## config.mk

```make
export PLATFORM = sky130hd
export DESIGN_NAME = can_signal_extract_scale
export DESIGN_NICKNAME = d
export VERILOG_FILES = /design/src/cse_pkg.sv /design/src/cse_extract.sv /design/src/cse_mult.sv /design/src/cse_round.sv /design/src/can_signal_extract_scale.sv
export SDC_FILE = /design/constraint.sdc
export NUM_CORES = 2
export LEC_CHECK = 0
export BUFFER_PORTS_ARGS = -buffer_cell sky130_fd_sc_hd__buf_2
export CORE_AREA = 2 2 367 369
export CTS_BUF_LIST = sky130_fd_sc_hd__clkbuf_16
export DETAILED_ROUTE_END_ITERATION = 6
export DIE_AREA = 0 0 369 371
export GPL_TIMING_DRIVEN = 0
export PLACE_DENSITY = 0.68
export SKIP_LAST_GASP = 1
export SLEW_MARGIN = 10
export SYNTH_ARGS = -nofsm -noshare
export SYNTH_HDL_FRONTEND = slang
export SYNTH_SLANG_ARGS = --single-unit
```

## constraint.sdc

```tcl
create_clock -name clk -period 7.7 [get_ports clk]
set_clock_uncertainty 0.2 [all_clocks]
set_input_delay 1.925 -clock clk [delete_from_list [all_inputs] [get_ports clk]]
set_output_delay 1.925 -clock clk [all_outputs]
set_load 0.01 [all_outputs]
```

## src/cse_pkg.sv

```systemverilog
// Package for the CAN signal extract and scale block.
// Holds widths, register codes, reset values and the types shared by the modules.
// Depends on nothing.
package cse_pkg;

    // Fixed widths of the frame, the register port and the result fields
    localparam int FRAME_W = 64;
    localparam int CFG_IDX_W = 3;
    localparam int CFG_DATA_W = 32;
    localparam int SCALE_W = 32;
    localparam int VALUE_W = 32;
    localparam int FRAC_BITS = 16;

    // Default parameter values
    localparam int DEF_PAYLOAD_BYTES = 8;
    localparam int DEF_MAX_SIGNAL_BITS = 32;

    // Pipeline registers from an accepted frame to its result strobe
    localparam int PIPE_DEPTH = 4;

    // Register indexes
    localparam logic [CFG_IDX_W-1:0] CFG_START_BIT = 3'd0;
    localparam logic [CFG_IDX_W-1:0] CFG_SIGNAL_LENGTH = 3'd1;
    localparam logic [CFG_IDX_W-1:0] CFG_IS_SIGNED = 3'd2;
    localparam logic [CFG_IDX_W-1:0] CFG_BIG_ENDIAN = 3'd3;
    localparam logic [CFG_IDX_W-1:0] CFG_SCALE_FACTOR = 3'd4;
    localparam logic [CFG_IDX_W-1:0] CFG_SCALE_OFFSET = 3'd5;

    // Register reset values
    localparam logic [5:0] RST_START_BIT = 6'd0;
    localparam logic [5:0] RST_SIGNAL_LENGTH = 6'd8;
    localparam logic RST_IS_SIGNED = 1'b0;
    localparam logic RST_BIG_ENDIAN = 1'b0;
    localparam logic [SCALE_W-1:0] RST_SCALE_FACTOR = 32'd65536000;
    localparam logic [SCALE_W-1:0] RST_SCALE_OFFSET = 32'd0;

    // Field layout settings used by the extract stage
    typedef struct packed {
        logic [5:0] start_bit;
        logic [5:0] signal_length;
        logic       is_signed;
        logic       big_endian;
    } cse_fmt_t;

    // Result fields that ride along the scaling stages
    typedef struct packed {
        logic [VALUE_W-1:0] raw_value;
        logic               out_of_frame;
    } cse_side_t;

endpackage

```

## src/cse_extract.sv

```systemverilog
// Extract stage: cuts one signal out of a CAN payload in Intel or Motorola order.
// Sign-extends a signed field and flags bits past the payload.
// Depends on cse_pkg.
module cse_extract #(
    parameter int PAYLOAD_BYTES = cse_pkg::DEF_PAYLOAD_BYTES,
    parameter int MAX_SIGNAL_BITS = cse_pkg::DEF_MAX_SIGNAL_BITS,
    localparam int RAW_W = MAX_SIGNAL_BITS + 1
) (
    input  logic                              clk,
    input  logic                              rst_n,
    input  logic                              in_valid,
    input  logic [cse_pkg::FRAME_W-1:0]       frame_data,
    input  cse_pkg::cse_fmt_t                 fmt,
    output logic                              out_valid,
    output logic signed [RAW_W-1:0]           raw,
    output cse_pkg::cse_side_t                side
);

    localparam int FIELD_W = MAX_SIGNAL_BITS;
    localparam int IDX_W = $clog2(FIELD_W);
    localparam int PL_BITS = PAYLOAD_BYTES * 8;
    localparam logic [cse_pkg::FRAME_W-1:0] PL_MASK =
        {cse_pkg::FRAME_W{1'b1}} >> (cse_pkg::FRAME_W - PL_BITS);

    // Reverse byte order of the payload word
    function automatic logic [cse_pkg::FRAME_W-1:0] swap_bytes(
        input logic [cse_pkg::FRAME_W-1:0] v
    );
        logic [cse_pkg::FRAME_W-1:0] r;
        r = '0;
        for (int i = 0; i < 8; i++)
        begin
            r[8*i +: 8] = v[8*(7-i) +: 8];
        end
        return r;
    endfunction

    logic [cse_pkg::FRAME_W-1:0] data;
    logic [cse_pkg::FRAME_W-1:0] intel_word;
    logic [cse_pkg::FRAME_W-1:0] moto_word;
    logic [5:0]                  msb_lin;
    logic [5:0]                  first_bit;
    logic                        len_ok;
    logic [FIELD_W-1:0]          field;
    logic [RAW_W-1:0]            fmask;
    logic                        sign_bit;
    logic [RAW_W-1:0]            raw_ext;
    logic                        oof;
    logic                        valid_reg;
    logic signed [RAW_W-1:0]     raw_reg;
    logic                        oof_reg;

    // Drop payload bytes past the frame length
    assign data = frame_data & PL_MASK;
    assign len_ok = (fmt.signal_length != 6'd0) &&
                    ({1'b0, fmt.signal_length} <= 7'(MAX_SIGNAL_BITS));

    // Motorola start bit names the MSB in sawtooth numbering
    assign msb_lin = fmt.start_bit ^ 6'd7;
    assign first_bit = fmt.big_endian ? msb_lin : fmt.start_bit;

    // Align the field at bit zero in either byte order
    assign intel_word = data >> fmt.start_bit;
    assign moto_word = (swap_bytes(data) << msb_lin) >> (7'd64 - {1'b0, fmt.signal_length});

    assign fmask = (RAW_W'(1) << fmt.signal_length) - RAW_W'(1);
    assign field = (fmt.big_endian ? moto_word[FIELD_W-1:0] : intel_word[FIELD_W-1:0])
                   & fmask[FIELD_W-1:0];
    assign sign_bit = field[IDX_W'(fmt.signal_length - 6'd1)];

    // Sign-extend by filling the bits above the field
    always_comb
    begin
        raw_ext = {1'b0, field};
        if (fmt.is_signed && sign_bit)
        begin
            raw_ext = {1'b0, field} | ~fmask;
        end
        if (!len_ok)
        begin
            raw_ext = '0;
        end
    end

    assign oof = len_ok &&
                 (({1'b0, first_bit} + {1'b0, fmt.signal_length}) > 7'(PL_BITS));

    // Hold the extracted beat for the multiplier
    always_ff @(posedge clk or negedge rst_n)
    begin
        if (!rst_n)
        begin
            valid_reg <= 1'b0;
        end
        else
        begin
            valid_reg <= in_valid;
        end
    end

    always_ff @(posedge clk)
    begin
        raw_reg <= raw_ext;
        oof_reg <= oof;
    end

    assign out_valid = valid_reg;
    assign raw = raw_reg;
    assign side.raw_value = cse_pkg::VALUE_W'(raw_reg);
    assign side.out_of_frame = oof_reg;

`ifndef SYNTH
    // A length outside the supported range gives an empty field in frame
    a_bad_len_zero: assert property (@(posedge clk) disable iff (!rst_n)
        (valid_reg && ($past(fmt.signal_length) == 6'd0 ||
                       {1'b0, $past(fmt.signal_length)} > 7'(MAX_SIGNAL_BITS)))
        |-> (raw_reg == '0 && !oof_reg))
        else $error("invalid length gave a nonzero field");

    // An unsigned field never comes out negative
    a_unsigned_pos: assert property (@(posedge clk) disable iff (!rst_n)
        (valid_reg && !$past(fmt.is_signed)) |-> !raw_reg[RAW_W-1])
        else $error("unsigned field came out negative");
`endif

endmodule

```

## src/cse_mult.sv

```systemverilog
// Multiply stage: raw field times the Q16.16 scale factor.
// Carries the result side fields one stage along. Depends on cse_pkg.
module cse_mult #(
    parameter int MAX_SIGNAL_BITS = cse_pkg::DEF_MAX_SIGNAL_BITS,
    localparam int RAW_W = MAX_SIGNAL_BITS + 1,
    localparam int PROD_W = RAW_W + cse_pkg::SCALE_W
) (
    input  logic                               clk,
    input  logic                               rst_n,
    input  logic                               in_valid,
    input  logic signed [RAW_W-1:0]            raw,
    input  cse_pkg::cse_side_t                 in_side,
    input  logic signed [cse_pkg::SCALE_W-1:0] scale_factor,
    output logic                               out_valid,
    output logic signed [PROD_W-1:0]           prod,
    output cse_pkg::cse_side_t                 out_side
);

    logic                    valid_reg;
    logic signed [PROD_W-1:0] prod_reg;
    cse_pkg::cse_side_t      side_reg;

    // Advance the valid bit
    always_ff @(posedge clk or negedge rst_n)
    begin
        if (!rst_n)
        begin
            valid_reg <= 1'b0;
        end
        else
        begin
            valid_reg <= in_valid;
        end
    end

    // Register the full-width product
    always_ff @(posedge clk)
    begin
        prod_reg <= PROD_W'(raw) * PROD_W'(scale_factor);
        side_reg <= in_side;
    end

    assign out_valid = valid_reg;
    assign prod = prod_reg;
    assign out_side = side_reg;

endmodule

```

## src/cse_round.sv

```systemverilog
// Offset, truncate and saturate stages: adds the offset, divides by 2^16 toward
// zero and clamps to 32 bits. Depends on cse_pkg.
module cse_round #(
    parameter int MAX_SIGNAL_BITS = cse_pkg::DEF_MAX_SIGNAL_BITS,
    localparam int RAW_W = MAX_SIGNAL_BITS + 1,
    localparam int PROD_W = RAW_W + cse_pkg::SCALE_W
) (
    input  logic                               clk,
    input  logic                               rst_n,
    input  logic                               in_valid,
    input  logic signed [PROD_W-1:0]           prod,
    input  cse_pkg::cse_side_t                 in_side,
    input  logic signed [cse_pkg::SCALE_W-1:0] scale_offset,
    output logic                               out_valid,
    output logic [cse_pkg::VALUE_W-1:0]        channel_value,
    output cse_pkg::cse_side_t                 out_side
);

    localparam int QW = PROD_W - cse_pkg::FRAC_BITS;
    localparam int VW = cse_pkg::VALUE_W;

    logic                     acc_valid_reg;
    logic signed [PROD_W-1:0] acc_reg;
    cse_pkg::cse_side_t       acc_side_reg;
    logic [PROD_W-1:0]        bias;
    logic [PROD_W-1:0]        biased;
    logic [QW-1:0]            quot;
    logic [VW-1:0]            sat;
    logic                     out_valid_reg;
    logic [VW-1:0]            channel_reg;
    cse_pkg::cse_side_t       out_side_reg;

    // Advance the valid bits of both stages
    always_ff @(posedge clk or negedge rst_n)
    begin
        if (!rst_n)
        begin
            acc_valid_reg <= 1'b0;
            out_valid_reg <= 1'b0;
        end
        else
        begin
            acc_valid_reg <= in_valid;
            out_valid_reg <= acc_valid_reg;
        end
    end

    // Add the offset
    always_ff @(posedge clk)
    begin
        acc_reg <= prod + PROD_W'(scale_offset);
        acc_side_reg <= in_side;
    end

    // Round a negative sum up before the shift so the quotient truncates toward zero
    assign bias = {{(PROD_W - cse_pkg::FRAC_BITS){1'b0}},
                   {cse_pkg::FRAC_BITS{acc_reg[PROD_W-1]}}};
    assign biased = acc_reg + bias;
    assign quot = biased[PROD_W-1:cse_pkg::FRAC_BITS];

    // Clamp to the signed 32-bit range
    generate
        if (QW > VW)
        begin : g_clamp
            always_comb
            begin
                sat = quot[VW-1:0];
                if (quot[QW-1] && !(&quot[QW-1:VW-1]))
                begin
                    sat = {1'b1, {(VW-1){1'b0}}};
                end
                else if (!quot[QW-1] && (|quot[QW-1:VW-1]))
                begin
                    sat = {1'b0, {(VW-1){1'b1}}};
                end
            end
        end
        else
        begin : g_extend
            assign sat = VW'(signed'(quot));
        end
    endgenerate

    always_ff @(posedge clk)
    begin
        channel_reg <= sat;
        out_side_reg <= acc_side_reg;
    end

    assign out_valid = out_valid_reg;
    assign channel_value = channel_reg;
    assign out_side = out_side_reg;

`ifndef SYNTH
    // A negative sum never gives a positive channel value
    a_neg_sign: assert property (@(posedge clk) disable iff (!rst_n)
        (out_valid_reg && $past(acc_reg[PROD_W-1]))
        |-> (channel_reg[VW-1] || channel_reg == '0))
        else $error("negative sum gave a positive channel value");
`endif

endmodule

```

## src/can_signal_extract_scale.sv

```systemverilog
// Top level of the CAN signal extract and scale block: register file and pipeline.
// Depends on cse_pkg, cse_extract, cse_mult and cse_round.
//
// Usage:
//   Frames enter on start with frame_data; a beat is taken at every rising edge
//   where start is high and busy is low. busy stays low: a frame may enter in
//   every cycle, so the sustained rate is one frame per cycle.
//   Each result beat passes four stages in order: field extract, scale multiply,
//   offset add, truncate and clamp. It appears on raw_value, channel_value and
//   out_of_frame, with done high for a single cycle. Results come out in frame
//   order. The receiver cannot stall; done beats must be taken as they come.
//   Registers are written through cfg_write, cfg_addr and cfg_wdata, one per
//   cycle. The user must write them only while no frame is in flight; the
//   block does not enforce this. Addresses 6 and 7 are ignored. Reset clears
//   the pipeline, so no result beat follows, and loads the register defaults:
//   start bit 0, length 8, unsigned, Intel order, factor 1000.0 and offset 0.
module can_signal_extract_scale #(
    parameter int PAYLOAD_BYTES = cse_pkg::DEF_PAYLOAD_BYTES,
    parameter int MAX_SIGNAL_BITS = cse_pkg::DEF_MAX_SIGNAL_BITS
) (
    input  logic                             clk,
    input  logic                             rst_n,
    input  logic                             start,
    output logic                             busy,
    input  logic [cse_pkg::FRAME_W-1:0]      frame_data,
    output logic                             done,
    output logic [cse_pkg::VALUE_W-1:0]      raw_value,
    output logic [cse_pkg::VALUE_W-1:0]      channel_value,
    output logic                             out_of_frame,
    input  logic                             cfg_write,
    input  logic [cse_pkg::CFG_IDX_W-1:0]    cfg_addr,
    input  logic [cse_pkg::CFG_DATA_W-1:0]   cfg_wdata
);

    localparam int RAW_W = MAX_SIGNAL_BITS + 1;
    localparam int PROD_W = RAW_W + cse_pkg::SCALE_W;

    logic [5:0]                        start_bit_reg;
    logic [5:0]                        signal_length_reg;
    logic                              is_signed_reg;
    logic                              big_endian_reg;
    logic signed [cse_pkg::SCALE_W-1:0] scale_factor_reg;
    logic signed [cse_pkg::SCALE_W-1:0] scale_offset_reg;

    logic                     accept;
    cse_pkg::cse_fmt_t        fmt;
    logic                     ext_valid;
    logic signed [RAW_W-1:0]  ext_raw;
    cse_pkg::cse_side_t       ext_side;
    logic                     mul_valid;
    logic signed [PROD_W-1:0] mul_prod;
    cse_pkg::cse_side_t       mul_side;
    cse_pkg::cse_side_t       res_side;

    // The pipeline takes a beat in every cycle
    assign busy = 1'b0;
    assign accept = start && !busy;

    // Register file
    always_ff @(posedge clk or negedge rst_n)
    begin
        if (!rst_n)
        begin
            start_bit_reg <= cse_pkg::RST_START_BIT;
            signal_length_reg <= cse_pkg::RST_SIGNAL_LENGTH;
            is_signed_reg <= cse_pkg::RST_IS_SIGNED;
            big_endian_reg <= cse_pkg::RST_BIG_ENDIAN;
            scale_factor_reg <= cse_pkg::RST_SCALE_FACTOR;
            scale_offset_reg <= cse_pkg::RST_SCALE_OFFSET;
        end
        else if (cfg_write)
        begin
            unique case (cfg_addr)
                cse_pkg::CFG_START_BIT:     start_bit_reg <= cfg_wdata[5:0];
                cse_pkg::CFG_SIGNAL_LENGTH: signal_length_reg <= cfg_wdata[5:0];
                cse_pkg::CFG_IS_SIGNED:     is_signed_reg <= cfg_wdata[0];
                cse_pkg::CFG_BIG_ENDIAN:    big_endian_reg <= cfg_wdata[0];
                cse_pkg::CFG_SCALE_FACTOR:  scale_factor_reg <= cfg_wdata;
                cse_pkg::CFG_SCALE_OFFSET:  scale_offset_reg <= cfg_wdata;
                default:
                begin
                end
            endcase
        end
    end

    assign fmt.start_bit = start_bit_reg;
    assign fmt.signal_length = signal_length_reg;
    assign fmt.is_signed = is_signed_reg;
    assign fmt.big_endian = big_endian_reg;

    // Extract stage
    cse_extract #(
        .PAYLOAD_BYTES   (PAYLOAD_BYTES),
        .MAX_SIGNAL_BITS (MAX_SIGNAL_BITS)
    ) u_extract (
        .clk        (clk),
        .rst_n      (rst_n),
        .in_valid   (accept),
        .frame_data (frame_data),
        .fmt        (fmt),
        .out_valid  (ext_valid),
        .raw        (ext_raw),
        .side       (ext_side)
    );

    // Multiply stage
    cse_mult #(
        .MAX_SIGNAL_BITS (MAX_SIGNAL_BITS)
    ) u_mult (
        .clk          (clk),
        .rst_n        (rst_n),
        .in_valid     (ext_valid),
        .raw          (ext_raw),
        .in_side      (ext_side),
        .scale_factor (scale_factor_reg),
        .out_valid    (mul_valid),
        .prod         (mul_prod),
        .out_side     (mul_side)
    );

    // Offset, truncate and clamp stages
    cse_round #(
        .MAX_SIGNAL_BITS (MAX_SIGNAL_BITS)
    ) u_round (
        .clk           (clk),
        .rst_n         (rst_n),
        .in_valid      (mul_valid),
        .prod          (mul_prod),
        .in_side       (mul_side),
        .scale_offset  (scale_offset_reg),
        .out_valid     (done),
        .channel_value (channel_value),
        .out_side      (res_side)
    );

    assign raw_value = res_side.raw_value;
    assign out_of_frame = res_side.out_of_frame;

`ifndef SYNTH
    // Every result beat comes from a frame taken a pipeline depth earlier
    a_done_from_accept: assert property (@(posedge clk) disable iff (!rst_n)
        done |-> $past(accept, cse_pkg::PIPE_DEPTH))
        else $error("result beat without a matching frame");

    // A frame taken now gives its result beat a pipeline depth later
    a_accept_to_done: assert property (@(posedge clk) disable iff (!rst_n)
        (accept && $past(rst_n, 1)) |-> ##4 (done || !$past(rst_n, 3)))
        else $error("frame taken but no result beat");
`endif

endmodule

```

-- Yosys cells after proc, flatten, opt, wreduce, memory -nomap -nowiden
Cells that the tools add are included.
- $add $sub $neg: 6
- multipliers: 1
- order comparisons: 3
- equality and inequality tests: 5
- shift operators: 4
- mux-type cells: 6
- bitwise operators: 4
- reduce and logical (&&, ||, !) cells: 18
- operator list (cell ; count):
    two-way mux 32 bit ; 3
    adder 65 x 16 -> 65 bit ; 1
    adder 65 x 32 -> 65 bit ; 1
    multiplier 33 x 32 -> 65 bit ; 1
    left shift 64 x 6 -> 64 bit ; 1
    right shift 64 x 6 -> 32 bit ; 1
    right shift 64 x 7 -> 32 bit ; 1
    inverter 33 bit ; 1
    OR 32 x 33 -> 33 bit ; 1
    left shift 1 x 6 -> 33 bit, first input constant ; 1
    subtractor 33 x 2 -> 33 bit, second input constant ; 1
    bitwise AND 32 bit ; 1
    AND reduction 18 bit ; 1
    OR reduction 18 bit ; 1
    AND reduction 2 bit ; 7
    adder 6 x 6 -> 7 bit ; 1
    greater-than comparator 7 bit, second input constant ; 1
    subtractor 7 x 6 -> 7 bit, first input constant ; 1
    == test 3 x 2 -> 1 bit, second input constant ; 2
    == test 3 bit, second input constant ; 2
    <= comparator 6 bit, second input constant ; 1
    < comparator 5 x 6 -> 1 bit, second input constant ; 1
    nonzero test 6 bit ; 1
    binary-select mux 1 bit (select 5 bit) ; 1
    8 further kinds ; 13
- flip-flop bits (word level): 377
- input port bits: 103
- word-level logic and storage cells: 69

-- Longest topological paths before layout
- depth after elaboration: 9
- mapped depth: 32
- gate-level depth less buffers: 31

-- Modules after synthesis
From an unflattened synthesis, not the netlist that was laid out.
- cells, all modules: 7698
- area, all modules: 68137.8 um^2
- by module, submodules not included (module ; instances ; cells each ; area each (um^2)):
    cse_mult ; 1 ; 4060 ; 38998.7
    cse_extract ; 1 ; 2580 ; 17646.9
    cse_round ; 1 ; 886 ; 8340.5
    can_signal_extract_scale ; 1 ; 172 ; 3151.8

-- Worst setup path before layout
Ideal clock, no wire load.
- path kind: reg-to-reg
- start point: reg scale_factor_reg[2] in the netlist's numbering
- end point: reg u_mult.prod_reg[63], in the netlist u_mult.prod[63]
- setup time: 0.072 ns
- arrival: 7.796 ns
- slack: -0.368 ns
- cell stages (with the launch flop): 30
- path buffers: 2
- cells stage by stage: dfrtp_1 -> clkbuf_1 -> clkbuf_1 -> nand2_1 -> fa_1 -> fa_1 -> fa_1 -> fa_1 -> inv_1 -> fa_1 -> inv_1 -> fa_1 -> inv_1 -> fa_1 -> fa_1 -> ha_1 -> a21o_1 -> a21o_1 -> a21oi_1 -> o31a_1 -> o31ai_1 -> a31o_2 -> o311ai_0 -> nand4b_1 -> nand3_1 -> a31o_2 -> o41ai_1 -> a221o_1 -> a21oi_1 -> xnor2_1
- word-level cells in the longest chain between the ends: 1
- ends and longest elaborated chain (what ; RTL line ; text):
    start: declaration ; can_signal_extract_scale.sv:42 ; logic signed [cse_pkg::SCALE_W-1:0] scale_factor_reg;
    start signal: assignment ; can_signal_extract_scale.sv:68 ; scale_factor_reg <= cse_pkg::RST_SCALE_FACTOR;
    start signal: assignment ; can_signal_extract_scale.sv:78 ; cse_pkg::CFG_SCALE_FACTOR: scale_factor_reg <= cfg_wdata;
    multiplier 33 x 32 -> 65 bit ; cse_mult.sv:39 ; prod_reg <= PROD_W'(raw) * PROD_W'(scale_factor);
    end signal: assignment ; cse_mult.sv:39 ;
    end: declaration ; cse_mult.sv:20 ; logic signed [PROD_W-1:0] prod_reg;
No other way between the ends.
A chain may end at the register's enable or synchronous reset.

-- Worst setup path after layout
- start point: reg scale_factor_reg[13] in the netlist's numbering
- end point: reg u_mult.prod_reg[63], in the netlist u_mult.prod[63]
The elaborated chain is that of the path after synthesis.

==> tab_implementation.tex <==
\begin{tabular}{lr}
\hline
Metric & Value \\
\hline
\multicolumn{2}{l}{\textbf{Detailed routing}} \\
Drt wl/cell & 36.08 um \\
DRT Pass-1 Iters & 7 \\
Vias per inst & around 6.7 \\
Violation count after the first detailed-routing iteration & 8988 \\
DRC & 5 \\
Total number of vias & around 64000 \\
Routed wire length & 345.5 mm \\
Post-DRT Antenna Nets & 0 \\
\multicolumn{2}{l}{\textbf{STA}} \\
Min setup slack post-route & -0.6478 ns \\
Peak clock frequency supported by timing & approximately 120 MHz \\
Number of max-slew violations in the final report & 0 \\
Unrepaired setup endpoints after global routing & yes \\
Transition time at the pin with the least slew margin & 1.439 ns \\
Final Hold Vio Count & 0 \\
Minimum period implied by the final worst setup slack & about 8.3 ns \\
Headroom to the max-slew limit & 3.042\% \\
Final count of negative-setup-slack endpoints & 46 \\
Setup total negative slack & -11.13 ns \\
Share of the clock period used by the worst path after layout & 108.4\% \\
\multicolumn{2}{l}{\textbf{Synth}} \\
Main synth FF type & sky130\_fd\_sc\_hd\_\_dfxtp\_1 \\
Post-synth EDFFs & 0 \\
Post-synthesis cell area & 66050 um2 \\
Synth Net Count & 8874 \\
Distinct cell type count of the synthesized netlist & 102 \\
Ys async rst share & between 20 and 25\% \\
Number of warnings reported in the yosys synthesis log & 0 \\
Share of synthesized area occupied by flip-flops and latches & 12.06\% \\
Number of flip-flops and latches in the synthesized netlist & 377 \\
Gate count after technology mapping & approximately 7400 \\
Average footprint of a synthesized cell & slightly below 9 um2 \\
\multicolumn{2}{l}{\textbf{Floorplanning}} \\
Number of placed I/O pins & 170 \\
Placeable core region & 132800 um2 \\
Die Outline Area & 136900 um2 \\
Standard-cell rows & 134 \\
Horizontal extent of the die & 369 um \\
Die boundary height & 371 um \\
Effective utilization at floorplan & 49.74\% \\
\multicolumn{2}{l}{\textbf{Setup path}} \\
Endpoint required time on the critical path & between 8 and 9 ns \\
Worst-path maximum fanout & 7 \\
Slowest Stage Delay on Critical Path & 0.59 ns \\
Kind of end point of the critical path & flop \\
CP Class & flop to flop \\
Category of the worst setup path launch point & flop \\
Critical path's slowest cell & sky130\_fd\_sc\_hd\_\_fa\_1 \\
Worst endpoint data arrival time & just under 9 ns \\
Crit path top cell by count & sky130\_fd\_sc\_hd\_\_fa\_1 \\
\multicolumn{2}{l}{\textbf{Clock tree}} \\
Longest Clk Path Bufs & 3 \\
Clock latency on the worst-skew pair & 0.71 ns \\
Clock-pin transition on the worst setup and hold timing paths & 0.08 ns \\
Library cell used as clock root buffer & sky130\_fd\_sc\_hd\_\_clkbuf\_16 \\
Clock Sink Count & $\sim$380 \\
Number of clock buffers inserted by TritonCTS & 44 \\
Clock tree from TritonCTS & built \\
H-tree depth & 2 \\
Hold\_buf cts & 0 \\
\multicolumn{2}{l}{\textbf{Global routing}} \\
Remaining global-route overflow & 0 \\
Wire length of the first global-routing pass & 481.1 mm \\
Overall Global Routing Usage & 50.01\% \\
Antenna violations before repair & 30 \\
Vias in the first global route & between 60000 and 70000 \\
Largest net degree at the start of global routing & 48 \\
\multicolumn{2}{l}{\textbf{Run status}} \\
Outcome & finished, violations left \\
Violations in the final reports & design-rule violations, negative setup slack \\
\multicolumn{2}{l}{\textbf{Min path}} \\
Class of the tightest hold or removal check & flop to flop \\
\multicolumn{2}{l}{\textbf{Cells and area}} \\
Layout Nets & 9251 \\
P\&R area growth vs syn & 13.95\% \\
Fraction of layout instances using a drive strength above 1 & 16.80\% \\
Top library cells by usage in the layout, fill and taps aside & sky130\_fd\_sc\_hd\_\_fa\_1, sky130\_fd\_sc\_hd\_\_inv\_1, sky130\_fd\_sc\_hd\_\_nand2\_1 \\
Number of filler cells placed in the layout & between 10000 and 15000 \\
Leading cell type in the layout, fill and taps excluded & sky130\_fd\_sc\_hd\_\_fa\_1 \\
\multicolumn{2}{l}{\textbf{Flow run}} \\
Number of max-cap violations & 0 \\
\multicolumn{2}{l}{\textbf{Place}} \\
HPWL after detailed placement & 276.7 mm \\
GP Congestion & 1.169 \\
Port buffer count & 166 \\
\hline
\end{tabular}
cell families after synthesis:
kind of cell / count (synthesis) / synth area share [%]
adders and majority gates: 1392 / 39.03
AOI/OAI and AO/OA: 1276 / 13.56
xor gates and xnor gates: 179 / 2.373
and+or+nand+nor: 2287 / 16.89
other: 1 / 0.005677
muxes: 374 / 7.349
DFF: 377 / 12.06
buffers and inverters: 1493 / 8.740
synth_stat cells (33+ instances only):
master,count,area (um2)
sky130_fd_sc_hd__or2_2,33,206.5
sky130_fd_sc_hd__mux4_2,74,1667
sky130_fd_sc_hd__and2_1,558,3491
sky130_fd_sc_hd__a31oi_1,45,281.5
sky130_fd_sc_hd__dfxtp_1,295,5906
sky130_fd_sc_hd__inv_1,1047,3930
sky130_fd_sc_hd__mux2i_1,152,1521
sky130_fd_sc_hd__o21a_1,33,247.7
sky130_fd_sc_hd__o21ai_0,185,925.9
sky130_fd_sc_hd__nor3_1,122,610.6
sky130_fd_sc_hd__o31ai_1,43,322.8
sky130_fd_sc_hd__nor2_1,344,1291
sky130_fd_sc_hd__xnor2_1,123,1077
sky130_fd_sc_hd__o211ai_1,46,345.3
sky130_fd_sc_hd__ha_1,278,3478
sky130_fd_sc_hd__a21o_1,101,758.2
sky130_fd_sc_hd__a211oi_1,63,473.0
sky130_fd_sc_hd__buf_2,34,170.2
sky130_fd_sc_hd__nand2b_1,52,325.3
sky130_fd_sc_hd__a21oi_1,252,1261
sky130_fd_sc_hd__nand2_1,835,3134
sky130_fd_sc_hd__xor2_1,56,490.5
sky130_fd_sc_hd__dfrtp_1,75,1877
sky130_fd_sc_hd__o22ai_1,81,506.7
sky130_fd_sc_hd__mux2_2,147,1655
sky130_fd_sc_hd__clkbuf_1,355,1333
sky130_fd_sc_hd__nand3_1,128,640.6
sky130_fd_sc_hd__nor2b_1,34,212.7
sky130_fd_sc_hd__and3_1,49,306.5
sky130_fd_sc_hd__fa_1,1114,22300
sky130_fd_sc_hd__a22oi_1,53,397.9
layout make-up:
class | instances | area, um2 | area share [%]
clock inverter | 36 | 426.7 | 0.5668
tap | 1768 | 2212 | 2.939
timing repair buffer | 342 | 2346 | 3.117
buffer | 430 | 3386 | 4.498
sequential | 377 | 8132 | 10.80
antenna | 17 | 42.54 | 0.05652
clock buffer | 45 | 1126 | 1.496
multi-input combinational | 5509 | 53630 | 71.25
inverter | 1052 | 3968 | 5.271
worst paths after layout:
kind | slack [ns] | end | startpoint | cells after the start
hold / removal | 0.13 | u_round.out_side[3] | u_round.acc_side_reg[3] | 0
setup / recovery | -0.65 | u_mult.prod[63] | scale_factor_reg[13] | 28
max in group asynchronous | 5.50 | signal_length_reg[3] | rst_n | 2
hold reg to reg | 0.13 | u_round.out_side[3] | u_round.acc_side_reg[3] | 0
min in group asynchronous | 0.99 | scale_offset_reg[18] | rst_n | 1
setup reg to reg | -0.65 | u_mult.prod[63] | scale_factor_reg[13] | 28
per-stage QoR:
step / worst slack [ns] / instance area, um2 / cells / util [%] / hold slack [ns]
3_3_place_gp: -2.913 / 69270 / 9313 / 52.17 / 0.1102
3_5_place_dp: -2.760 / 69480 / 9326 / 52.32 / 0.1121
4_1_cts: -0.4717 / 74490 / 9527 / 56.09 / 0.1246
2_1_floorplan: -0.008554 / 66230 / 7379 / - / 0.1096
6_report: -0.6478 / 75270 / 9576 / 56.69 / 0.1258
5_1_grt: -0.8215 / 75240 / 9563 / 56.66 / 0.1285
routing by layer:
layer  wire (um)  vias to the layer above  global-route usage, %
met5          78                        -                      0
met4       40830                       14                  45.37
met3       42090                     1903                  17.38
met2      149400                     5164                  77.33
met1      113100                    31860                  54.17
li1            -                    25160                      -
worst max-delay path: cells and delay by family, from the launching register on:
| family | cells | cell delay (ns) |
|---|---|---|
| buffers and inverters | 5 | 0.61 |
| XOR/XNOR | 1 | 0.15 |
| flip-flops | 1 | 0.55 |
| AND/OR/NAND/NOR | 4 | 0.60 |
| AO/OA/AOI/OAI | 9 | 1.81 |
| adder cells (fa/ha/maj) | 9 | 4.35 |
repair_timing:
item / in CTS / in global routing
resized for setup: 737 / 158
buffers inserted: 126 / 37
gates cloned: 3 / 0
pin swaps: 152 / 115
setup endpoints to repair: 80 / 65
Power is left out: the tool's default activity adds up to more than one toggle a clock period on the data nets, which glitch-free logic cannot reach.
